`src/rtl/lpvo_pkg.sv`:
```
`timescale 1ns / 1ps

package lpvo_pkg;

    // Fixed-point format of positions, velocities and gains
    localparam int FRAC_BITS = 16;

    // Field widths
    localparam int DT_W    = 16;
    localparam int VAL_W   = 32;
    localparam int RECIP_W = 24;
    localparam int GAIN_W  = 17;
    localparam int IDX_W   = 3;

    // Datapath widths: differences, multiplier operands, product, scaled product, sums
    localparam int DIFF_W = VAL_W + 1;
    localparam int MUL_A_W = 43;
    localparam int MUL_B_W = RECIP_W + 1;
    localparam int PROD_W = MUL_A_W + MUL_B_W;
    localparam int SH_W = 52;
    localparam int SUM_W = SH_W + 2;

    // Configuration register indexes
    localparam logic [IDX_W-1:0] CFG_INV_TAU    = 3'd0;
    localparam logic [IDX_W-1:0] CFG_POS_GAIN   = 3'd1;
    localparam logic [IDX_W-1:0] CFG_PV_GAIN    = 3'd2;
    localparam logic [IDX_W-1:0] CFG_VEL_GAIN   = 3'd3;
    localparam logic [IDX_W-1:0] CFG_INIT_POS   = 3'd4;
    localparam logic [IDX_W-1:0] CFG_INIT_VEL   = 3'd5;

    // Register reset values
    localparam logic [RECIP_W-1:0] INV_TAU_RST  = 24'd1310720;
    localparam logic [GAIN_W-1:0]  POS_GAIN_RST = 17'd13107;
    localparam logic [RECIP_W-1:0] PV_GAIN_RST  = 24'd786432;
    localparam logic [GAIN_W-1:0]  VEL_GAIN_RST = 17'd9830;

    // Sequencer states: P* multiply, W* write back the scaled product
    typedef enum logic [3:0] {
        ST_IDLE,
        ST_P1,
        ST_W1,
        ST_P2,
        ST_W2,
        ST_P3,
        ST_W3,
        ST_ERR,
        ST_P5,
        ST_W5,
        ST_W6,
        ST_P7,
        ST_W7,
        ST_P8,
        ST_W8,
        ST_OUT
    } t_state;

    // Write-back operation of the datapath
    typedef enum logic [2:0] {
        WB_NONE,
        WB_LOAD,
        WB_ACC,
        WB_VEL,
        WB_POS,
        WB_ERR,
        WB_T,
        WB_VEL_EV
    } t_wb;

    typedef struct packed {
        t_wb  wb;
        logic mul_en;
        logic opb_pvg;
        logic out_load;
    } t_cmd;

    typedef struct packed {
        logic [RECIP_W-1:0] inv_tau;
        logic [GAIN_W-1:0]  pos_gain;
        logic [RECIP_W-1:0] pv_gain;
        logic [GAIN_W-1:0]  vel_gain;
    } t_cfg;

    typedef struct packed {
        logic             pos_we;
        logic             vel_we;
        logic [VAL_W-1:0] value;
    } t_init_load;

    // Clamp a wide sum to the signed 32-bit range
    function automatic logic signed [VAL_W-1:0] sat32(input logic signed [SUM_W-1:0] v);
        logic [SUM_W-VAL_W:0] top;
        top = v[SUM_W-1:VAL_W-1];
        if (top == '0 || top == '1) begin
            return v[VAL_W-1:0];
        end else if (v[SUM_W-1]) begin
            return {1'b1, {(VAL_W-1){1'b0}}};
        end else begin
            return {1'b0, {(VAL_W-1){1'b1}}};
        end
    endfunction

endpackage

```
`src/rtl/lpvo_cfg_regs.sv`:
```
`timescale 1ns / 1ps

module lpvo_cfg_regs (
    input  logic                          i_clk,
    input  logic                          i_rst_n,
    input  logic                          i_cfg_we,
    input  logic [lpvo_pkg::IDX_W-1:0]    i_cfg_index,
    input  logic [lpvo_pkg::VAL_W-1:0]    i_cfg_data,
    output lpvo_pkg::t_cfg                o_cfg,
    output lpvo_pkg::t_init_load          o_init
);

    lpvo_pkg::t_cfg r_cfg;

    // Gain and time-constant registers
    always_ff @(posedge i_clk) begin
        if (!i_rst_n) begin
            r_cfg.inv_tau  <= lpvo_pkg::INV_TAU_RST;
            r_cfg.pos_gain <= lpvo_pkg::POS_GAIN_RST;
            r_cfg.pv_gain  <= lpvo_pkg::PV_GAIN_RST;
            r_cfg.vel_gain <= lpvo_pkg::VEL_GAIN_RST;
        end else if (i_cfg_we) begin
            unique case (i_cfg_index)
                lpvo_pkg::CFG_INV_TAU:  r_cfg.inv_tau  <= i_cfg_data[lpvo_pkg::RECIP_W-1:0];
                lpvo_pkg::CFG_POS_GAIN: r_cfg.pos_gain <= i_cfg_data[lpvo_pkg::GAIN_W-1:0];
                lpvo_pkg::CFG_PV_GAIN:  r_cfg.pv_gain  <= i_cfg_data[lpvo_pkg::RECIP_W-1:0];
                lpvo_pkg::CFG_VEL_GAIN: r_cfg.vel_gain <= i_cfg_data[lpvo_pkg::GAIN_W-1:0];
                default: ;
            endcase
        end
    end

    // Initial-value writes go straight to the estimate registers
    assign o_init.pos_we = i_cfg_we && (i_cfg_index == lpvo_pkg::CFG_INIT_POS);
    assign o_init.vel_we = i_cfg_we && (i_cfg_index == lpvo_pkg::CFG_INIT_VEL);
    assign o_init.value  = i_cfg_data;
    assign o_cfg         = r_cfg;

endmodule

```
`config.mk`:
```
export PLATFORM = sky130hd
export DESIGN_NAME = lpvo_cfg_regs
export DESIGN_NICKNAME = d
export VERILOG_FILES = /design/src/rtl/lpvo_pkg.sv /design/src/rtl/lpvo_cfg_regs.sv
export SDC_FILE = /design/constraint.sdc
export NUM_CORES = 1
export LEC_CHECK = 0
export BUFFER_PORTS_ARGS = -buffer_cell sky130_fd_sc_hd__buf_4
export CAP_MARGIN = 10
export CORE_MARGIN = 4
export CORE_UTILIZATION = 51
export DETAILED_ROUTE_END_ITERATION = 12
export PLACE_DENSITY = 0.92
export SYNTH_ARGS = -nofsm -noshare
export SYNTH_HDL_FRONTEND = slang
export SYNTH_SLANG_ARGS = --single-unit
```
`constraint.sdc`:
```
create_clock -name i_clk -period 2.57 [get_ports i_clk]
set_input_delay 0.257 -clock i_clk [delete_from_list [all_inputs] [get_ports i_clk]]
set_output_delay 0.257 -clock i_clk [all_outputs]
set_load 0.1 [all_outputs]
```
* Word level (Yosys, flattened, before mapping)
Cells that the tools add are included.
** Storage, ports and cells
- Word-level logic and storage cells :: 16
- Input bits :: 38
- Output and inout port bits :: 116
- Bits in registers :: 82
** Cells by class
- Reduce and logical (&&, ||, !) cells :: 7
- Equality and inequality tests :: 5
** Operators with widths (number)
- 2-bit AND reduction :: 4
- 3-bit by 2-bit == test with 1-bit output (second input constant) :: 2
- 3-bit == test (second input constant) :: 2
- 3-bit by 1-bit == test with 1-bit output (second input constant) :: 1
- 3-bit zero test :: 1
- 1-bit logical AND :: 2

* Logic depth before layout (Yosys ltp)
Gate-level depths: netlist (run 1).
- Depth in word-level cells :: 2
- Gate-level depth with buffers :: 5
- Gate-level depth less buffers :: 2

* Worst setup path after synthesis (run 1)
No wires, ideal clock.
- Path kind :: input -> output
- Start :: in i_cfg_index[0] (netlist bit)
- End :: out o_init[32] (netlist bit)
- Slack :: -0.340 ns
- Required time :: 2.313 ns
- Arrival time :: 2.653 ns
- Path buffers :: 1
- Stages :: 2
- Path through :: buf_2 nor3b_1
** RTL lines
- start: declaration :: line lpvo_cfg_regs.sv:7 : input logic [lpvo_pkg::IDX_W-1:0] i_cfg_index,
- end: declaration :: line lpvo_cfg_regs.sv:10 : output lpvo_pkg::t_init_load o_init

* Worst setup path in the final report (run 1)
- Start :: reg r_cfg, in the netlist o_cfg[17]
- End :: out o_cfg[17] (netlist bit)
** RTL lines
- start: declaration :: line lpvo_cfg_regs.sv:13 : lpvo_pkg::t_cfg r_cfg;
- end: declaration :: line lpvo_cfg_regs.sv:9 : output lpvo_pkg::t_cfg o_cfg,
No word-level cell between the ends.

==> results.tsv, run 1 <==
stage	metric	value	unit
floorplan	dieArea	0.00818	mm^2
power_and_ir_drop	peakVddDrop	0.454	mV
synth	synth_fa_ha_area_share	0	%
cts	cts_tree	done	
cts	cts_sinks	82	
critical_path	critPathMaxStageDelay	370	ps
critical_path	critPathArrivalTime	1010	ps
cts	cts_root_buf	clkbuf_8	
cts	path_clk_slew	80	ps
critical_path	crit_slowest_cell	dfxtp_1	
sta	timing.fmax	790	MHz
sta	rsz0062_at_grt	false	
synth	syn_area_per_cell	9.96	um^2
synth	synth_top_family_by_area	multiplexers	
cts	ctsHoldBuffers	0	
power_and_ir_drop	p_per_area	684	mW/mm^2
synth	synthSimpleGateAreaFrac	18.0	%
routing	wl_per_cell	16.0	um
critical_path	worstPathCellList	buf_4	
critical_path	worstPathRequired	2310	ps
synth	syn-num-nets	386	
layout	layout_common_cells	buf_4 (141), nand2_1 (87), mux2i_1 (82), dfxtp_1 (82), nor2b_1 (33)	
routing	wl_met3	453	um
sta	layout_min_cycle_time	1270	ps
layout	insertedDiodeCount	0	
sta	drv_slew	0	
routing	viasPerCell	4.97	
power_and_ir_drop	switching_share	30.0	%
sta	finalCritPeriodShare	49.3	%
critical_path	startpoint_type	flip-flop	
job	drv_cap	0	
power_and_ir_drop	p_seq_share	42.2	%
routing	firstDrtPassIters	4	
grt	grt.overflow.total	0	
power_and_ir_drop	p_int	2180	uW
cts	clock_latency	330	ps
sta	worstMarginPinSlew	645	ps
run_status	status	finished clean	
critical_path	timing.critical_path.to_type	primary output	
power_and_ir_drop	p_sw	933	uW
floorplan	start_util	53.6	%
grt	grt_pass1_vias	2701	
placement	gp_congestion	0.735	
critical_path	cp_max_fo	2	
power_and_ir_drop	clkPwrFrac	38.2	%
synth	synth_cells	348	
routing	highest_layer	met4	
critical_path	crit_type	reg2out	
floorplan	die-height	90.4	um
critical_path	worst-path-buf-inv	1	
layout	layout_commonest_cell	buf_4	
floorplan	rows	29	
grt	grt_usage	20.3	%
power_and_ir_drop	leakage	0.00206	uW
layout	fin_nets	483	
cts	ctsLongestPathBuffers	2	
synth	synth_compound_area_share	0	%
sta	fin_skew	0	ps
synth	ys_warn_count	0	
critical_path	rrSetupSlack	1890	ps
grt	grt_antenna_before_repair	0	
cts	ctsHtreeMaxLevel	3	
grt	grt_pass1_wl	13500	um
cts	cts_buffers	9	
placement	port_buffers	137	
synth	netlist_area	0.00346	mm^2
placement	dpl.hpwl	6180	um
critical_path	path_delay_family	flip-flops	
layout	largest_reg_flops	82	
sta	fin_tns_setup	0	ps
sta	setup_viol	0	
power_and_ir_drop	combPwrFrac	19.6	%
routing	drc	0	
synth	ys_types	16	
worst_hold_path	min_path_type	in2reg	
routing	wirelength	8460	um
routing	vias	2620	
cts	cts_setup_buffers	0	
floorplan	ios	154	
floorplan	dieWidth	90.4	um
synth	synth_sequential_area_ratio	47.4	%
floorplan	coreArea	0.00646	mm^2
synth	synth_mux_area_share	23.7	%
routing	met2_length	4400	um
synth	synth_xor_xnor_area_share	0	%
synth	ys_ff_latch	82	
sta	relSlewSlack	57.0	%
sta	hold_violations	0	
routing	wl_met1	3440	um
layout	drive_gt1_share	36.4	%
power_and_ir_drop	totalPowerFinal	3110	uW
routing	initialDrtViolationCount	65	
cts	cts-resized-gates	0	
routing	ant_nets	0	
grt	grt_start_max_net_pins	64	
layout	area_growth	31.4	%
## synthesized netlist by cell type
library cell	instances	area (um^2)
and4b_1	1	10.0
and4bb_2	1	12.5
buf_2	2	10.0
buf_4	36	270
buf_6	4	45.0
clkbuf_1	14	52.6
dfxtp_1	82	1640
mux2i_1	82	821
nand2_1	87	327
nand4b_1	1	8.76
nor2b_1	33	206
nor3_1	1	5.00
nor3b_1	1	7.51
nor4b_4	1	23.8
nor4bb_1	1	10.0
or4b_4	1	13.8
## logic make-up after synthesis
| family | Yosys count |
|---|---|
| buffers and inverters | 56 |
| multiplexers | 82 |
| AND/OR/NAND/NOR | 128 |
| flip-flops | 82 |
## layer usage
layer / GRT usage (%) / vias up
li1: - / 1295
met1: 22.7 / 1230
met2: 36.3 / 80
met3: 5.58 / 15
met4: 8.16 / 0
met5: 0 / -
## path summary, 6_finish.rpt
path,end,start,cells past startpoint
setup / recovery,o_cfg[17],o_cfg[17],1
hold / removal,o_cfg[49],i_cfg_data[8],3
setup reg to reg,o_cfg[79],o_cfg[79],2
hold reg to reg,o_cfg[31],o_cfg[31],2
## stage by stage
stage	hold slack (ps)	instances	setup WS [ps]	instance area, um^2	utilization, %
finish	201	527	1300	4550	70.5
global route	192	527	1270	4550	70.5
CTS	185	527	1290	4550	70.5
detailed placement	452	511	1060	4290	66.4
global placement	442	511	1120	4290	66.4
floorplan	399	348	656	3470	-
## power groups by stage
stage	logic [uW]	clock network [uW]	registers, uW
2_1_floorplan	351	0	1540
3_3_place_gp	605	0	1340
3_5_place_dp	613	0	1340
4_1_cts	614	1210	1310
5_1_grt	633	1260	1320
6_report	612	1190	1310
## layout make-up
class	count	area, um^2
multi-input cells	210	1470
clock buffers	9	124
flip-flops and latches	82	1640
repair buffers	142	1080
fillers	512	1910
clock inverters	7	141
well taps	77	96.3
Power figures use the tool's default switching activity.
==> run 2, diff against run 1 <==
--- a/config.mk
+++ b/config.mk
@@ -8,9 +8,9 @@
 export BUFFER_PORTS_ARGS = -buffer_cell sky130_fd_sc_hd__buf_4
 export CAP_MARGIN = 10
 export CORE_MARGIN = 4
-export CORE_UTILIZATION = 51
+export CORE_UTILIZATION = 42
 export DETAILED_ROUTE_END_ITERATION = 12
-export PLACE_DENSITY = 0.92
+export PLACE_DENSITY = 0.82
 export SYNTH_ARGS = -nofsm -noshare
 export SYNTH_HDL_FRONTEND = slang
 export SYNTH_SLANG_ARGS = --single-unit
==> constraint.sdc (replaced) <==
create_clock -name i_clk -period 1.02 [get_ports i_clk]
set_input_delay 0.102 -clock i_clk [delete_from_list [all_inputs] [get_ports i_clk]]
set_output_delay 0.102 -clock i_clk [all_outputs]
set_load 0.1 [all_outputs]
==> results.tsv, run 2 (same netlist as run 1, synthesis figures left out) <==
stage	metric	value	unit	change
sta	relSlewSlack	80.7	%	was 57.0%
grt	grt_pass1_vias	2796		was 2,701
placement	port_buffers	137		unchanged
run_status	status	finished clean		unchanged
cts	path_clk_slew	90	ps	was 80 ps
routing	initialDrtViolationCount	57		was 65
routing	ant_nets	0		unchanged
cts	cts_sinks	82		unchanged
cts	cts_root_buf	clkbuf_8		unchanged
floorplan	coreArea	0.00789	mm^2	was 0.00646 mm^2
cts	cts_setup_buffers	0		unchanged
critical_path	cp-startpoint	o_cfg[15]		was o_cfg[17]
routing	wl_per_cell	17.0	um	was 16.0 um
critical_path	rr_worst_depth	2		unchanged
grt	grt_pass1_wl	13900	um	was 13,500 um
critical_path	path_delay_family	flip-flops		unchanged
sta	setup_viol	0		unchanged
critical_path	rr_endpoint	o_cfg[54]		was o_cfg[79]
routing	met2_length	5270	um	was 4400 um
sta	drv_slew	0		unchanged
sta	timing.fmax	1010	MHz	
floorplan	rows	32		was 29
routing	wl_met3	594	um	was 453 um
sta	layout_min_cycle_time	986	ps	
layout	layout_common_cells	nand2_1 (87), mux2i_1 (82), dfxtp_2 (80), buf_12 (68), buf_4 (61)		was buf_4 (141), nand2_1 (87), mux2i_1 (82), dfxtp_1 (82), nor2b_1 (33)
routing	wl_met1	3520	um	was 3440 um
critical_path	r2r-start	o_cfg[54]		was o_cfg[79]
sta	timing.hold.ws	52.7	ps	was 201 ps
routing	wirelength	9500	um	was 8460 um
cts	ctsHtreeMaxLevel	3		unchanged
critical_path	worstPathCellList	buf_8		was buf_4
sta	rsz0062_at_grt	true		was false
worst_hold_path	min_to	o_cfg[75]		was o_cfg[49]
floorplan	start_util	43.9	%	was 53.6%
power_and_ir_drop	leakage	0.00239	uW	was 0.00206 uW
critical_path	worst-path-buf-inv	1		unchanged
floorplan	dieWidth	98.8	um	was 90.4 um
critical_path	cp_max_fo	2		unchanged
grt	grt_usage	17.6	%	was 20.3%
worst_hold_path	hold_depth	3		unchanged
critical_path	worstPathRequired	920	ps	was 2310 ps
critical_path	rrSetupSlack	260	ps	was 1890 ps
cts	clock_latency	320	ps	was 330 ps
cts	ctsLongestPathBuffers	2		unchanged
placement	gp_congestion	0.736		was 0.735
sta	hold_violations	0		unchanged
critical_path	critPathArrivalTime	880	ps	was 1010 ps
grt	grt.overflow.total	0		unchanged
critical_path	crit_slowest_cell	dfxtp_2		was dfxtp_1
routing	highest_layer	met4		unchanged
layout	area_growth	64.3	%	was 31.4%
grt	grt_start_max_net_pins	57		was 64
worst_hold_path	min_path_type	in2reg		unchanged
floorplan	ios	154		unchanged
layout	fin_nets	491		was 483
layout	largest_reg_flops	82		unchanged
critical_path	timing.critical_path.to_type	primary output		unchanged
routing	firstDrtPassIters	4		unchanged
power_and_ir_drop	p_per_area	1310	mW/mm^2	was 684 mW/mm^2
layout	final_util	72.2	%	was 70.5%
layout	drive_gt1_share	55.2	%	was 36.4%
power_and_ir_drop	peakVddDrop	0.761	mV	was 0.454 mV
cts	cts_buffers	9		unchanged
sta	worstMarginPinSlew	292	ps	was 645 ps
cts	cts-resized-gates	95		was 0
critical_path	startpoint_type	flip-flop		unchanged
floorplan	die-height	98.8	um	was 90.4 um
routing	viasPerCell	4.83		was 4.97
placement	dpl.hpwl	6230	um	was 6180 um
critical_path	crit_type	reg2out		unchanged
floorplan	dieArea	0.00977	mm^2	was 0.00818 mm^2
routing	vias	2704		was 2,620
layout	layout_commonest_cell	nand2_1		was buf_4
sta	finalCritPeriodShare	96.7	%	
routing	drc	0		unchanged
job	drv_cap	0		unchanged
worst_hold_path	hold_path.startpoint	i_cfg_data[17]		was i_cfg_data[8]
sta	fin_skew	0	ps	unchanged
critical_path	critPathMaxStageDelay	350	ps	was 370 ps
cts	ctsHoldBuffers	0		unchanged
cts	cts_tree	done		unchanged
grt	grt_antenna_before_repair	0		unchanged
layout	insertedDiodeCount	0		unchanged
## run 2: changes by cell type in the layout (fill, tap and decap cells not counted), sizes merged
cell / previous run / this run
clkinv: 2 / 1
buf: 142 / 150
clkinvlp: 1 / 2
clkbuf: 9 / 12
bufinv: 4 / 1
## run 2: power breakdown
group,switching [uW],internal (uW),leakage (uW)
clock,1110,1260,0.0000986
sequential,76.4,3280,0.000687
combinational,1210,544,0.00160
## run 2: worst max-delay path by stage
stage | slack (ps) | end | cells after the start
2_1_floorplan | -170 | o_init[32] | 2
3_3_place_gp | -170 | o_cfg[70] | 3
3_5_place_dp | -190 | o_cfg[73] | 3
4_1_cts | 0.1 | o_cfg[28] | 1
5_1_grt | -2 | o_cfg[74] | 1
6_report | 30 | o_cfg[15] | 1
## run 2: cell type report
type	instances	area (um^2)
clock inverter	4	50.0
tap	102	128
fill	510	2200
sequential	82	1750
timing repair buffer	150	2130
multi-input combinational	210	1480
clock buffer	12	155
## run 2: per-layer routing
layer | up-vias | track usage (%)
li1 | 1312 | -
met1 | 1304 | 19.4
met2 | 77 | 33.1
met3 | 11 | 5.02
met4 | 0 | 4.20
met5 | - | 0
## run 2: metrics by stage
step,instances,worst slack [ps],TNS [ps],total power (uW),cell area (um^2)
final,560,33.5,0,7480,5690
after global routing,560,-2.28,-2.28,7740,5690
after CTS,560,0.105,0,7410,5120
after detailed placement,544,-190,-8670,4990,4560
after global placement,544,-167,-6630,4960,4560
after floorplan,348,-170,-2760,4810,3630
==> run 3, diff against run 2 <==
--- a/config.mk
+++ b/config.mk
@@ -10,7 +10,7 @@
 export CORE_MARGIN = 4
 export CORE_UTILIZATION = 42
 export DETAILED_ROUTE_END_ITERATION = 12
-export PLACE_DENSITY = 0.82
+export PLACE_DENSITY = 0.8
 export SYNTH_ARGS = -nofsm -noshare
 export SYNTH_HDL_FRONTEND = slang
 export SYNTH_SLANG_ARGS = --single-unit
==> results.tsv, run 3 (same netlist as run 1, synthesis figures left out) <==
stage	metric	value	unit	change
floorplan	ios	154		unchanged
layout	largest_reg_flops	82		unchanged
layout	area_growth	70.6	%	was 64.3%
critical_path	startpoint_type	flip-flop		unchanged
floorplan	rows	32		unchanged
power_and_ir_drop	p_int	5040	uW	was 5090 uW
cts	ctsLongestPathBuffers	2		unchanged
placement	dpl.hpwl	6340	um	was 6230 um
routing	wirelength	10200	um	was 9500 um
floorplan	start_util	43.9	%	unchanged
placement	port_buffers	137		unchanged
sta	rsz0062_at_grt	true		unchanged
critical_path	critPathMaxStageDelay	380	ps	was 350 ps
cts	cts_sinks	82		unchanged
job	drv_cap	0		unchanged
placement	gp_congestion	0.815		was 0.736
power_and_ir_drop	leakage	0.00248	uW	was 0.00239 uW
floorplan	dieArea	0.00977	mm^2	unchanged
cts	ctsHoldBuffers	0		unchanged
cts	clock_latency	340	ps	was 320 ps
power_and_ir_drop	p_per_area	1260	mW/mm^2	was 1310 mW/mm^2
routing	drc	0		unchanged
grt	grt_start_max_net_pins	40		was 57
floorplan	die-height	98.8	um	unchanged
grt	grt_usage	19.5	%	was 17.6%
placement	detailed_place.area	0.00463	mm^2	was 0.00456 mm^2
routing	ant_nets	0		unchanged
sta	timing.hold.ws	43.6	ps	was 52.7 ps
critical_path	critPathArrivalTime	900	ps	was 880 ps
cts	ctsHtreeMaxLevel	3		unchanged
critical_path	path_delay_family	flip-flops		unchanged
grt	grt.overflow.total	0		unchanged
critical_path	crit_type	reg2out		unchanged
cts	cts_buffers	9		unchanged
critical_path	worst-path-buf-inv	1		unchanged
layout	final_util	74.9	%	was 72.2%
sta	drv_slew	0		unchanged
run_status	status	finished clean		unchanged
routing	viasPerCell	4.93		was 4.83
routing	vias	2820		was 2,704
power_and_ir_drop	clkPwrFrac	30.7	%	was 31.7%
critical_path	timing.critical_path.to_type	primary output		unchanged
sta	worstMarginPinSlew	283	ps	was 292 ps
critical_path	worstPathCellList	buf_12		was buf_8
grt	grt_pass1_vias	2984		was 2,796
routing	firstDrtPassIters	4		unchanged
sta	layout_min_cycle_time	1010	ps	was 986 ps
layout	fin_nets	504		was 491
layout	fillCellCount	504		was 510
power_and_ir_drop	p_seq_share	44.9	%	about the same
routing	initialDrtViolationCount	60		was 57
cts	cts_tree	done		unchanged
floorplan	dieWidth	98.8	um	unchanged
power_and_ir_drop	switching_share	32.5	%	was 32.0%
routing	highest_layer	met4		unchanged
grt	grt_antenna_before_repair	0		unchanged
routing	wl_met1	3700	um	was 3520 um
sta	timing.fmax	995	MHz	was 1010 MHz
cts	path_clk_slew	80	ps	was 90 ps
power_and_ir_drop	p_sw	2420	uW	was 2390 uW
worst_hold_path	min_path_type	in2reg		unchanged
routing	wl_met3	624	um	was 594 um
sta	relSlewSlack	81.1	%	was 80.7%
grt	grt_pass1_wl	15200	um	was 13,900 um
layout	drive_gt1_share	56.6	%	was 55.2%
cts	cts_root_buf	clkbuf_8		unchanged
power_and_ir_drop	combPwrFrac	24.4	%	was 23.4%
power_and_ir_drop	peakVddDrop	0.865	mV	was 0.761 mV
routing	wl_per_cell	17.8	um	was 17.0 um
sta	hold_violations	0		unchanged
floorplan	coreArea	0.00789	mm^2	unchanged
critical_path	cp_max_fo	2		unchanged
critical_path	worstPathRequired	920	ps	about the same
sta	fin_tns_setup	0	ps	unchanged
routing	met2_length	5740	um	was 5270 um
layout	layout_commonest_cell	buf_12		was nand2_1
sta	fin_skew	0	ps	unchanged
critical_path	crit_slowest_cell	dfxtp_2		unchanged
sta	finalCritPeriodShare	98.6	%	was 96.7%
layout	insertedDiodeCount	0		unchanged
layout	layout_common_cells	buf_12 (89), nand2_1 (87), mux2i_1 (82), dfxtp_2 (75), buf_4 (73)		was nand2_1 (87), mux2i_1 (82), dfxtp_2 (80), buf_12 (68), buf_4 (61)
sta	setup_viol	0		unchanged
layout	final_cell_area	0.00591	mm^2	was 0.00569 mm^2
[run 3: timing repair]
| action | CTS | global route |
|---|---|---|
| pin swaps | 0 | 1 |
| setup endpoints to repair | 83 | 74 |
| gates resized for setup | 193 | 62 |
| buffers inserted | 0 | 5 |
[run 3: layout make-up]
cell class	count	area [um^2]	area share [%]
timing repair buffer	163	2340	39.7
sequential	82	1760	29.8
multi-input combinational	210	1480	25.1
clock buffer	10	138	2.33
tap	102	128	2.16
clock inverter	5	55.1	0.932
[run 3: worst paths after layout]
path                   from   endpoint  slack (ps)  cells past startpoint
min          i_cfg_data[21]  o_cfg[79]          40                      3
max               o_cfg[25]  o_cfg[25]          10                      1
min reg2reg       o_cfg[67]  o_cfg[67]         480                      2
max reg2reg        o_cfg[2]   o_cfg[2]         270                      2
[run 3: power groups by stage]
stage	Sequential (uW)	Combinational, uW	Clock, uW
6_report	3350	1820	2290
5_1_grt	3360	1880	2510
4_1_cts	3350	1750	2360
3_5_place_dp	3400	1620	0
3_3_place_gp	3400	1600	0
2_1_floorplan	3910	902	0
[run 3: routing by layer]
metal  up-vias  GRT usage, %
met5         -             0
met4         0          7.04
met3        11          5.80
met2       111          36.3
met1      1364          20.6
li1       1334             -
[run 3: per-stage QoR]
step	setup WS, ps	total power [uW]	cells
floorplan	-170	4810	348
global placement	-163	5000	552
detailed placement	-195	5020	552
CTS	0.254	7460	567
global route	-23.0	7750	572
finish	14.7	7460	572
