## src/rtl/lpvo_pkg.sv

```systemverilog
`timescale 1ns / 1ps

package lpvo_pkg;

    // Fixed-point format of positions, velocities and gains
    localparam int FRAC_BITS = 16;

    // Field widths
    localparam int DT_W    = 16;
    localparam int VAL_W   = 32;
    localparam int RECIP_W = 24;
    localparam int GAIN_W  = 17;
    localparam int IDX_W   = 3;

    // Datapath widths: differences, multiplier operands, product, scaled product, sums
    localparam int DIFF_W = VAL_W + 1;
    localparam int MUL_A_W = 43;
    localparam int MUL_B_W = RECIP_W + 1;
    localparam int PROD_W = MUL_A_W + MUL_B_W;
    localparam int SH_W = 52;
    localparam int SUM_W = SH_W + 2;

    // Configuration register indexes
    localparam logic [IDX_W-1:0] CFG_INV_TAU    = 3'd0;
    localparam logic [IDX_W-1:0] CFG_POS_GAIN   = 3'd1;
    localparam logic [IDX_W-1:0] CFG_PV_GAIN    = 3'd2;
    localparam logic [IDX_W-1:0] CFG_VEL_GAIN   = 3'd3;
    localparam logic [IDX_W-1:0] CFG_INIT_POS   = 3'd4;
    localparam logic [IDX_W-1:0] CFG_INIT_VEL   = 3'd5;

    // Register reset values
    localparam logic [RECIP_W-1:0] INV_TAU_RST  = 24'd1310720;
    localparam logic [GAIN_W-1:0]  POS_GAIN_RST = 17'd13107;
    localparam logic [RECIP_W-1:0] PV_GAIN_RST  = 24'd786432;
    localparam logic [GAIN_W-1:0]  VEL_GAIN_RST = 17'd9830;

    // Sequencer states: P* multiply, W* write back the scaled product
    typedef enum logic [3:0] {
        ST_IDLE,
        ST_P1,
        ST_W1,
        ST_P2,
        ST_W2,
        ST_P3,
        ST_W3,
        ST_ERR,
        ST_P5,
        ST_W5,
        ST_W6,
        ST_P7,
        ST_W7,
        ST_P8,
        ST_W8,
        ST_OUT
    } t_state;

    // Write-back operation of the datapath
    typedef enum logic [2:0] {
        WB_NONE,
        WB_LOAD,
        WB_ACC,
        WB_VEL,
        WB_POS,
        WB_ERR,
        WB_T,
        WB_VEL_EV
    } t_wb;

    typedef struct packed {
        t_wb  wb;
        logic mul_en;
        logic opb_pvg;
        logic out_load;
    } t_cmd;

    typedef struct packed {
        logic [RECIP_W-1:0] inv_tau;
        logic [GAIN_W-1:0]  pos_gain;
        logic [RECIP_W-1:0] pv_gain;
        logic [GAIN_W-1:0]  vel_gain;
    } t_cfg;

    typedef struct packed {
        logic             pos_we;
        logic             vel_we;
        logic [VAL_W-1:0] value;
    } t_init_load;

    // Clamp a wide sum to the signed 32-bit range
    function automatic logic signed [VAL_W-1:0] sat32(input logic signed [SUM_W-1:0] v);
        logic [SUM_W-VAL_W:0] top;
        top = v[SUM_W-1:VAL_W-1];
        if (top == '0 || top == '1) begin
            return v[VAL_W-1:0];
        end else if (v[SUM_W-1]) begin
            return {1'b1, {(VAL_W-1){1'b0}}};
        end else begin
            return {1'b0, {(VAL_W-1){1'b1}}};
        end
    endfunction

endpackage

```

## src/rtl/lpvo_ctrl.sv

```systemverilog
`timescale 1ns / 1ps

module lpvo_ctrl (
    input  logic            i_clk,
    input  logic            i_rst_n,
    input  logic            i_in_valid,
    output logic            o_in_ready,
    output logic            o_out_valid,
    input  logic            i_out_ready,
    output lpvo_pkg::t_cmd  o_cmd
);

    lpvo_pkg::t_state r_state;
    lpvo_pkg::t_state n_state;
    logic             r_out_valid;
    logic             n_out_valid;

    // State and output-word flag
    always_ff @(posedge i_clk) begin
        if (!i_rst_n) begin
            r_state     <= lpvo_pkg::ST_IDLE;
            r_out_valid <= 1'b0;
        end else begin
            r_state     <= n_state;
            r_out_valid <= n_out_valid;
        end
    end

    // Sequence: one multiply then one write-back per dependent product
    always_comb begin
        n_state        = r_state;
        o_cmd.wb       = lpvo_pkg::WB_NONE;
        o_cmd.mul_en   = 1'b0;
        o_cmd.opb_pvg  = 1'b0;
        o_cmd.out_load = 1'b0;
        unique case (r_state)
            lpvo_pkg::ST_IDLE: begin
                if (i_in_valid) begin
                    o_cmd.wb = lpvo_pkg::WB_LOAD;
                    n_state  = lpvo_pkg::ST_P1;
                end
            end
            lpvo_pkg::ST_P1: begin
                o_cmd.mul_en = 1'b1;
                n_state      = lpvo_pkg::ST_W1;
            end
            lpvo_pkg::ST_W1: begin
                o_cmd.wb = lpvo_pkg::WB_ACC;
                n_state  = lpvo_pkg::ST_P2;
            end
            lpvo_pkg::ST_P2: begin
                o_cmd.mul_en = 1'b1;
                n_state      = lpvo_pkg::ST_W2;
            end
            lpvo_pkg::ST_W2: begin
                o_cmd.wb = lpvo_pkg::WB_VEL;
                n_state  = lpvo_pkg::ST_P3;
            end
            lpvo_pkg::ST_P3: begin
                o_cmd.mul_en = 1'b1;
                n_state      = lpvo_pkg::ST_W3;
            end
            lpvo_pkg::ST_W3: begin
                o_cmd.wb = lpvo_pkg::WB_POS;
                n_state  = lpvo_pkg::ST_ERR;
            end
            lpvo_pkg::ST_ERR: begin
                o_cmd.wb = lpvo_pkg::WB_ERR;
                n_state  = lpvo_pkg::ST_P5;
            end
            lpvo_pkg::ST_P5: begin
                o_cmd.mul_en  = 1'b1;
                o_cmd.opb_pvg = 1'b1;
                n_state       = lpvo_pkg::ST_W5;
            end
            lpvo_pkg::ST_W5: begin
                // position correction lands while the gain-times-error product starts
                o_cmd.wb     = lpvo_pkg::WB_POS;
                o_cmd.mul_en = 1'b1;
                n_state      = lpvo_pkg::ST_W6;
            end
            lpvo_pkg::ST_W6: begin
                o_cmd.wb = lpvo_pkg::WB_T;
                n_state  = lpvo_pkg::ST_P7;
            end
            lpvo_pkg::ST_P7: begin
                o_cmd.mul_en = 1'b1;
                n_state      = lpvo_pkg::ST_W7;
            end
            lpvo_pkg::ST_W7: begin
                o_cmd.wb = lpvo_pkg::WB_VEL_EV;
                n_state  = lpvo_pkg::ST_P8;
            end
            lpvo_pkg::ST_P8: begin
                o_cmd.mul_en = 1'b1;
                n_state      = lpvo_pkg::ST_W8;
            end
            lpvo_pkg::ST_W8: begin
                o_cmd.wb = lpvo_pkg::WB_VEL;
                n_state  = lpvo_pkg::ST_OUT;
            end
            lpvo_pkg::ST_OUT: begin
                // wait until the output register is free
                if (!r_out_valid || i_out_ready) begin
                    o_cmd.out_load = 1'b1;
                    n_state        = lpvo_pkg::ST_IDLE;
                end
            end
            default: n_state = lpvo_pkg::ST_IDLE;
        endcase
    end

    // Output word flag
    always_comb begin
        n_out_valid = r_out_valid;
        if (o_cmd.out_load) begin
            n_out_valid = 1'b1;
        end else if (i_out_ready) begin
            n_out_valid = 1'b0;
        end
    end

    assign o_in_ready  = (r_state == lpvo_pkg::ST_IDLE);
    assign o_out_valid = r_out_valid;

    // A load never overwrites a word that is still waiting
    a_no_overwrite: assert property (@(posedge i_clk) disable iff (!i_rst_n)
        o_cmd.out_load |-> (!r_out_valid || i_out_ready))
        else $error("output word overwritten");

    // An accepted word starts the first multiply
    a_accept_starts: assert property (@(posedge i_clk) disable iff (!i_rst_n)
        (i_in_valid && o_in_ready) |=> (r_state == lpvo_pkg::ST_P1))
        else $error("accepted word did not start the sequence");

    // A new output word appears only from the output step
    a_out_source: assert property (@(posedge i_clk) disable iff (!i_rst_n)
        $rose(r_out_valid) |-> ($past(r_state) == lpvo_pkg::ST_OUT))
        else $error("output valid raised outside the output step");

    // The write-backs in W1, W2 and W8 each follow a multiply
    a_wb_after_mul: assert property (@(posedge i_clk) disable iff (!i_rst_n)
        (r_state == lpvo_pkg::ST_W1 || r_state == lpvo_pkg::ST_W2 ||
         r_state == lpvo_pkg::ST_W8) |-> $past(o_cmd.mul_en))
        else $error("write-back without a fresh product");

endmodule

```

## config.mk

```make
export PLATFORM = sky130hd
export DESIGN_NAME = lpvo_ctrl
export DESIGN_NICKNAME = d
export VERILOG_FILES = /design/src/rtl/lpvo_pkg.sv /design/src/rtl/lpvo_ctrl.sv
export SDC_FILE = /design/constraint.sdc
export NUM_CORES = 1
export LEC_CHECK = 0
export BUFFER_PORTS_ARGS = -buffer_cell sky130_fd_sc_hd__buf_2
export CORE_AREA = 2 2 39 41
export CTS_BUF_LIST = sky130_fd_sc_hd__clkbuf_16
export DETAILED_ROUTE_END_ITERATION = 7
export DIE_AREA = 0 0 41 43
export GPL_TIMING_DRIVEN = 1
export REMOVE_ABC_BUFFERS = 1
export SYNTH_ARGS = -nofsm -noshare
export SYNTH_HDL_FRONTEND = slang
export SYNTH_SLANG_ARGS = --single-unit
```

## constraint.sdc

```tcl
create_clock -name i_clk -period 1.2 [get_ports i_clk]
set_input_delay 0.24 -clock i_clk [delete_from_list [all_inputs] [get_ports i_clk]]
set_output_delay 0.24 -clock i_clk [all_outputs]
set_load 0.01 [all_outputs]
```

**After elaboration in Yosys (flattened, before gate mapping)**

Cells that the tools add are included.

- $add $sub $neg: 0
- Multiply operators: 0
- Divide/modulo/power cells: 0
- Order comparisons: 0
- Eq/ne operators: 17
- Shift operators: 0
- Mux-type cells: 11
- Bitwise gates (word level): 0
- Reductions and logical operators: 8

Operators by type and width:

| cell | number |
|---|---|
| $pmux W4 S16 | 1 |
| $eq A4 B4 Y1 const B | 8 |
| $pmux W3 S7 | 1 |
| $eq A4 B3 Y1 const B | 4 |
| $eq A4 B2 Y1 const B | 2 |
| $mux W4 | 2 |
| $mux W1 | 7 |
| $reduce_or A7 Y1 | 1 |
| $eq A4 B1 Y1 const B | 1 |
| $logic_not A4 Y1 | 1 |
| $ne A2 B2 Y1 const B | 2 |
| $reduce_or A2 Y1 | 2 |
| $reduce_and A2 Y1 | 1 |
| $reduce_bool A2 Y1 | 1 |
| $logic_not A1 Y1 | 1 |
| $logic_or A1 B1 Y1 | 1 |

- Bits in registers: 5
- Latch bits: 0
- Memory bits (writable): 0
- ROM bits: 0
- Bits of input ports: 4
- Output and inout bits: 8
- Logic and storage cells: 38
- Memories kept: 0

**Logic depth before layout (Yosys ltp)**

Gate-level depths: netlist (run 1).

- Depth after elaboration: 5
- Depth in mapped cells: 4
- Depth with buffers taken out: 3

**Least setup slack after synthesis (run 1)**

OpenSTA, ideal clock, no wires.

- Kind: register to output
- Start: register r_state[3]
- End: output port o_cmd[4] (netlist bit)
- Arrival: 984 ps
- Required time: 960 ps
- Setup slack: -24 ps
- Stages on the path, launching flop included: 4
- Buffers on the path: 1
- Path through: dfxtp_1 buf_2 and3b_1 nor3_1

RTL lines:

| what | line | RTL |
|---|---|---|
| from (decl) | lpvo_ctrl.sv:13 | `lpvo_pkg::t_state r_state;` |
| from (signal assigned) | lpvo_ctrl.sv:21 | `r_state <= lpvo_pkg::ST_IDLE;` |
| from (signal assigned) | lpvo_ctrl.sv:24 | `r_state <= n_state;` |
| to (decl) | lpvo_ctrl.sv:10 | `output lpvo_pkg::t_cmd o_cmd` |

==> results of run 1 <==
-- final timing paths --
check                           startpoint          to  slack (ns)  cells past startpoint
worst max-delay path            r_state[1]    o_cmd[5]       -0.19                      4
worst min-delay path            i_in_valid  r_state[0]        0.27                      3
worst max register to register  r_state[1]  r_state[0]        0.05                      5
worst min register to register  r_state[1]  r_state[1]        0.55                      2
-- area by class of cell --
type                       instances  share of cell area
clock buffer                       3               0.115
clock inverter                     1             0.00574
inverter                           2              0.0115
multi-input combinational         34               0.382
sequential                         5               0.176
tap                               16              0.0306
timing repair buffer              24               0.279
-- metal layers --
metal	GRT usage	up-vias	wire length, um
met5	0	-	0
met1	0.129	187	394
met4	0.0800	0	16
li1	-	211	-
met3	0.0314	2	56
met2	0.188	11	467
-- placed cells by master, fill, tap and decap left out, types with 2 or more instances in the layout --
cell,netlist,layout
dfxtp_4,0,4
buf_6,0,4
a21oi_1,2,2
buf_2,3,10
nor3_1,5,3
a31oi_1,3,3
buf_4,2,9
clkbuf_16,0,3
nor2_1,4,3
nand2_1,5,4
nor3_2,1,2
inv_1,2,3
-- synthesized netlist by cell type --
library cell / n
nor2b_1: 2
nand2_1: 5
nor2_1: 4
nand2b_1: 1
a21oi_1: 2
dfxtp_1: 5
o2bb2ai_1: 1
nor3_2: 1
o211ai_1: 1
inv_1: 2
and3b_1: 1
nand4b_1: 1
o21ai_0: 1
nand3_1: 1
a221oi_2: 1
buf_4: 2
nand3b_1: 1
and4_1: 1
xor2_1: 1
nor4_2: 1
a31oi_1: 3
nor3_1: 5
buf_2: 3
-- worst max-delay path, stage by stage (launching register included) --
cell	delay [ns]
dfxtp_4	0.37
and3b_1	0.21
a31oi_1	0.14
nand2_1	0.08
buf_6	0.12
-- power by group --
group	internal, uW	switching [uW]	total (uW)
Sequential	177	33.8	211
Clock	431	106	537
Combinational	106	73.6	180
-- per-stage QoR --
| step | setup TNS, ns | worst slack (ns) |
|---|---|---|
| finish | -0.921 | -0.187 |
| global route | -1.28 | -0.228 |
| CTS | -0.897 | -0.171 |
| detailed placement | -0.0533 | -0.0359 |
| global placement | -0.0368 | -0.0205 |
| floorplan | -0.0222 | -0.0222 |
-- sequential cells by signal (all words and copies together) (netlist names) --
signal / flops
r_state: 4
o_out_valid: 1
-- cell families (layout without fill, tap and decap cells) --
family / count (synthesis) / after routing / share of synthesized area
simple gates: 24 / 24 / 0.396
compound gates: 9 / 9 / 0.186
xor+xnor: 1 / 1 / 0.0250
buf+inv: 7 / 30 / 0.107
flops: 5 / 5 / 0.286
-- what timing repair did --
item / 4_1_cts / 5_1_grt
pin swaps: 2 / 1
setup endpoints to repair: 7 / 7
setup buffers: 3 / 0
gates resized for setup: 17 / 4
==> impl_metrics.yaml, run 1 <==
layout:
  synthToLayoutAreaGrowth_pct: 86.8
  final_area_um2: 654
  layout.cells.non_filler: 85
  ff_latch_area_um2: 115
  num_antenna_cells: 0
  drive_gt1_frac: 0.565
  multi_input_area_um2: 250
  fin_nets: 74
  fill_cells: 148
  final_util: 0.473
yosys:
  ys_seq_elements: 5
  synth_area_um2: 350
  ys_seq_area_frac: 0.286
  synth_top_cell_by_area: "dfxtp_1"
  post_synth.cell_area_avg_um2: 7.62
  synth.area.top_cells: "dfxtp_1, nor3_1, a31oi_1"
  netlist.area_leader.share: 0.286
  ys_types: 23
  syn-instance-count: 46
  synth_warnings: 0
placed_design:
  hpwl_um: 644
  routabilityCongestion: 0.667
  post_dp_cell_area_um2: 503
  port_buffers: 11
  dpl.cell_count: 79
floorplanning:
  row_count: 14
  start_util: 0.253
  die_w_um: 41
  fp.dieH_um: 43
  dieArea_um2: 1760
  coreArea_um2: 1380
  pin_count: 12
clock_network:
  cts.clk_slew.worst_paths_ns: 0.03
  cts_buffers: 3
  holdBufCountCts: 0
  root_buffer: "clkbuf_16"
  htree_levels: 1
  cts.path.max_buffers: 2
  cts.sinks: 5
  cts_tree: "yes"
  clk_latency_ns: 0.23
sta:
  finalWorstSetupSlack_ns: -0.187
  grt_setup_unrepaired: "yes"
  hold_viol: 0
  slew_viol_final: 0
  max_slew_margin: 0.864
  post-route-period-util: 1.16
  tightest_slew_ns: 0.202
  fin_skew_ns: 0.000977
  whs_ns: 0.271
  clock.fmax_ghz: 0.721
  min_period_ns: 1.39
  setup_violations: 7
worst_setup_path:
  critPathLaunchType: "flop"
  worstSetupPathType: "flop to primary output"
  worstSetupEndpointType: "primary output"
  critPathRequiredTime_ns: 0.96
  critPathMaxFanout: 7
  arrival_ns: 1.15
outcome:
  violations: "setup timing"
  outcome: "finished, violations left"
routing:
  ant_nets: 0
  drt_iter0_markers: 1
  wire_per_inst_um: 11.0
  drc_errors: 0
  via_per_inst: 4.84
  wirelength_um: 934
  num_vias: 411
  first_pass_iters: 3
global_route:
  grt_max_degree: 12
  overflow: 0
  grt_use_total: 0.119
  grt_pass1_wl_um: 1390
  antenna_found_initial: 0
  grt_pass1_vias: 356
power_and_ir_drop:
  power.total_uw: 927
  p_per_area_nw_per_um2: 1420
  p_leak_uw: 0.000300
  ir_worst_vdd_uv: 817
flow_run:
  max-cap-violations: 0
worst_hold_path:
  hold_class: "input pin to flop"
(Power assumes the default switching activity.)
==> run 2: changes to the inputs <==
--- a/config.mk
+++ b/config.mk
@@ -12,6 +12,7 @@
 export DIE_AREA = 0 0 41 43
 export GPL_TIMING_DRIVEN = 1
 export REMOVE_ABC_BUFFERS = 1
+export SKIP_CTS_REPAIR_TIMING = 1
 export SYNTH_ARGS = -nofsm -noshare
 export SYNTH_HDL_FRONTEND = slang
 export SYNTH_SLANG_ARGS = --single-unit
==> impl_metrics.yaml, run 2 (same netlist as run 1, synthesis figures left out) <==
outcome:
  outcome: "finished, violations left"
  violations: "setup timing"
placed_design:
  hpwl_um: 644
  port_buffers: 11
  place_ws_ns: -0.0359
  routabilityCongestion: 0.667
  dpl.cell_count: 79
routing:
  drc_errors: 0
  ant_nets: 0
  via_per_inst: 4.69
  wire_per_inst_um: 9.71
  wirelength_um: 825
  num_vias: 399
  drt_iter0_markers: 4
  first_pass_iters: 4
worst_setup_path:
  worstSetupEndpointType: "primary output"
  critical_path.max_stage_delay_ns: 0.31
  cp_cell_sequence: "buf_12 -> and3b_1 -> a31oi_1 -> nand2_1 -> buf_6"
  cpMaxStageDelayCell: "dfxtp_2"
  path_buf_inv: 2
  path_delay_family: "flip-flops"
  critPathRequiredTime_ns: 0.96
  worstSetupPathType: "flop to primary output"
  arrival_ns: 1.18
  critPathMaxFanout: 11
  critPathLaunchType: "flop"
  reg2reg_depth: 5
  regToRegSetupSlack_ns: 0.08
  cp_num_cells: 5
layout:
  final_cell_mix: "buf_4, buf_2, nand2_1"
  largest_reg_flops: 4
  final_common_cell: "buf_4"
  synthToLayoutAreaGrowth_pct: 79.6
  num_antenna_cells: 0
  final_util: 0.455
  regMostFlops: "r_state"
  drive_gt1_frac: 0.536
  fill_cells: 150
  layout.cells.non_filler: 85
  fin_nets: 74
global_route:
  grt_use_total: 0.108
  grt_max_degree: 15
  antenna_found_initial: 0
  grt_pass1_wl_um: 1270
  overflow: 0
  grt_pass1_vias: 326
floorplanning:
  pin_count: 12
  die_w_um: 41
  coreArea_um2: 1380
  fp.dieH_um: 43
  start_util: 0.253
  row_count: 14
  dieArea_um2: 1760
sta:
  whs_ns: 0.270
  tightest_slew_ns: 0.202
  post-route-period-util: 1.18
  fin_skew_ns: 0.000793
  hold_viol: 0
  max_slew_margin: 0.864
  grt_setup_unrepaired: "yes"
  slew_viol_final: 0
  finalWorstSetupSlack_ns: -0.220
  clock.fmax_ghz: 0.704
  min_period_ns: 1.42
  setup_violations: 7
clock_network:
  cts.sinks: 5
  cts.path.max_buffers: 2
  cts_buffers: 3
  htree_levels: 1
  cts_tree: "yes"
  clk_latency_ns: 0.23
  cts.clk_slew.worst_paths_ns: 0.03
  root_buffer: "clkbuf_16"
power_and_ir_drop:
  ir_worst_vdd_uv: 810
  p_per_area_nw_per_um2: 1450
  p_leak_uw: 0.000296
flow_run:
  max-cap-violations: 0
worst_hold_path:
  hold_depth: 3
  hold_class: "input pin to flop"
## run 2: cell counts in the layout (fill, tap and decap cells not counted)
Identical to the previous run, type by type.
## run 2: path summary, 6_finish.rpt
kind | from | end
worst min register to register | r_state[1] | r_state[1]
worst min-delay path | i_in_valid | r_state[0]
worst max register to register | r_state[2] | r_state[0]
worst max-delay path | r_state[2] | o_cmd[5]
## run 2: power breakdown
part / internal, uW / leakage, uW / switching, uW / total (uW)
Clock: 431 / 0.0000423 / 105 / 536
Combinational: 98.7 / 0.000211 / 74.2 / 173
Sequential: 180 / 0.0000427 / 22.6 / 203
Total: 710 / 0.000296 / 202 / 912
## run 2: cell type report
class	instances	area, um^2	area share
clock inverter	1	3.75	0.00596
tap	16	20.0	0.0318
timing repair buffer	24	184	0.292
inverter	2	7.51	0.0119
multi-input combinational	34	231	0.368
sequential	5	108	0.171
clock buffer	3	75.1	0.119
## run 2: worst register-to-register path, cell delays in order (launching register included)
cell and delay, ns:
dfxtp_2 0.33, buf_12 0.12, buf_4 0.11, and4_1 0.20
nand2_1 0.07, a221oi_2 0.20
## run 2: through the flow
stage | cell area (um^2) | power [uW] | TNS (ns)
floorplan | 320 | 271 | -0.0222
global placement | 503 | 355 | -0.0368
detailed placement | 503 | 357 | -0.0533
CTS | 582 | 900 | -1.64
global route | 629 | 954 | -1.55
finish | 629 | 912 | -1.14
## run 2: routing by layer
layer  global-route usage  routed length (um)  vias up
met5                    0                   0        -
met4               0.0800                  16        0
met3               0.0314                  56        2
met2                0.159                 377       11
met1                0.123                 375      176
li1                     -                   -      210
==> run 3: changes to the inputs <==
==> constraint.sdc (replaced) <==
create_clock -name i_clk -period 1.38 [get_ports i_clk]
set_input_delay 0.276 -clock i_clk [delete_from_list [all_inputs] [get_ports i_clk]]
set_output_delay 0.276 -clock i_clk [all_outputs]
set_load 0.01 [all_outputs]
==> impl_metrics.yaml, run 3 (same netlist as run 1, synthesis figures left out) <==
worst_setup_path:
  critPathMaxFanout: 12
  cpMaxStageDelayCell: "dfxtp_2"
  worstSetupEndpointType: "primary output"
  cp_cell_sequence: "nor2_1 -> o21ai_0 -> o211ai_1 -> buf_2"
  arrival_ns: 1.18
  critPathRequiredTime_ns: 1.10
  critical_path.max_stage_delay_ns: 0.38
  critPathLaunchType: "flop"
  worstSetupPathType: "flop to primary output"
layout:
  fin_nets: 70
  synthToLayoutAreaGrowth_pct: 64.3
  final_util: 0.416
  drive_gt1_frac: 0.508
  largest_reg_flops: 4
  regMostFlops: "r_state"
  final_common_cell: "buf_2"
  num_antenna_cells: 0
  final_cell_mix: "buf_2, buf_4, nand2_1, nor2_1, nor3_1"
sta:
  grt_setup_unrepaired: "yes"
  slew_viol_final: 0
  fin_skew_ns: 0.00244
  finalWorstSetupSlack_ns: -0.0726
  max_slew_margin: 0.839
  post-route-period-util: 1.05
  hold_viol: 0
  setup_violations: 4
  tightest_slew_ns: 0.239
  clock.fmax_ghz: 0.688
  min_period_ns: 1.45
clock_network:
  root_buffer: "clkbuf_16"
  cts.sinks: 5
  cts_tree: "yes"
  cts.clk_slew.worst_paths_ns: 0.03
  htree_levels: 1
  cts.path.max_buffers: 2
  clk_latency_ns: 0.23
  cts_buffers: 3
global_route:
  grt_use_total: 0.112
  overflow: 0
  antenna_found_initial: 0
  grt_max_degree: 15
  grt_pass1_wl_um: 1260
  grt_pass1_vias: 323
flow_run:
  max-cap-violations: 0
routing:
  wl_met2_um: 487
  drc_errors: 0
  route.met3.wl_um: 59
  via_per_inst: 4.96
  drt_iter0_markers: 8
  ant_nets: 0
  dr.max_layer_used: "met4"
  wl_met1_um: 394
  wirelength_um: 965
  first_pass_iters: 2
  num_vias: 402
  wire_per_inst_um: 11.9
power_and_ir_drop:
  power.total_uw: 780
  p_per_area_nw_per_um2: 1360
  ir_worst_vdd_uv: 602
  p_leak_uw: 0.000266
floorplanning:
  die_w_um: 41
  coreArea_um2: 1380
  start_util: 0.253
  dieArea_um2: 1760
  pin_count: 12
  fp.dieH_um: 43
  row_count: 14
placed_design:
  port_buffers: 11
  hpwl_um: 570
  routabilityCongestion: 0.664
outcome:
  outcome: "finished, violations left"
  violations: "setup timing"
worst_hold_path:
  hold_class: "input pin to flop"
## run 3: critical path: cells and delay by family, from the launching register on
family | cells | cell delay (ns)
flip-flops | 1 | 0.38
AO/OA/AOI/OAI | 2 | 0.22
buffers and inverters | 1 | 0.15
AND/OR/NAND/NOR | 1 | 0.20
## run 3: final cells by class
type | instances | area (um^2)
Timing Repair Buffer | 20 | 134
Clock buffer | 3 | 75.1
Multi-Input combinational cell | 34 | 223
Sequential cell | 5 | 113
Tap cell | 16 | 20.0
Clock inverter | 1 | 3.75
Fill cell | 140 | 808
Inverter | 2 | 7.51
## run 3: power breakdown
| part | internal, uW | switching, uW |
|---|---|---|
| registers | 154 | 24.3 |
| clock network | 375 | 95.1 |
| logic | 70.7 | 61.1 |
| total | 600 | 180 |
## run 3: layer usage
layer	up-vias	GRT usage
met2	12	0.159
met5	-	0
met3	3	0.0628
li1	205	-
met4	0	0.0800
met1	182	0.116
## run 3: final timing paths
check | start | end | slack, ns | cells past startpoint
setup / recovery | r_state[0] | o_cmd[3] | -0.07 | 4
hold / removal | i_in_valid | r_state[0] | 0.30 | 3
setup reg to reg | r_state[1] | r_state[0] | 0.11 | 6
hold reg to reg | r_state[0] | r_state[3] | 0.64 | 2
## run 3: metrics by stage
| step | TNS [ns] | area, um^2 | setup WS (ns) | hold slack [ns] | cells |
|---|---|---|---|---|---|
| detailed placement | 0 | 433 | 0.0487 | 0.548 | 73 |
| global placement | 0 | 433 | 0.0623 | 0.546 | 73 |
| global route | -0.440 | 576 | -0.157 | 0.308 | 81 |
| finish | -0.0863 | 576 | -0.0726 | 0.301 | 81 |
| CTS | -0.914 | 512 | -0.200 | 0.308 | 77 |
| floorplan | 0 | 320 | 0.122 | 0.423 | 41 |
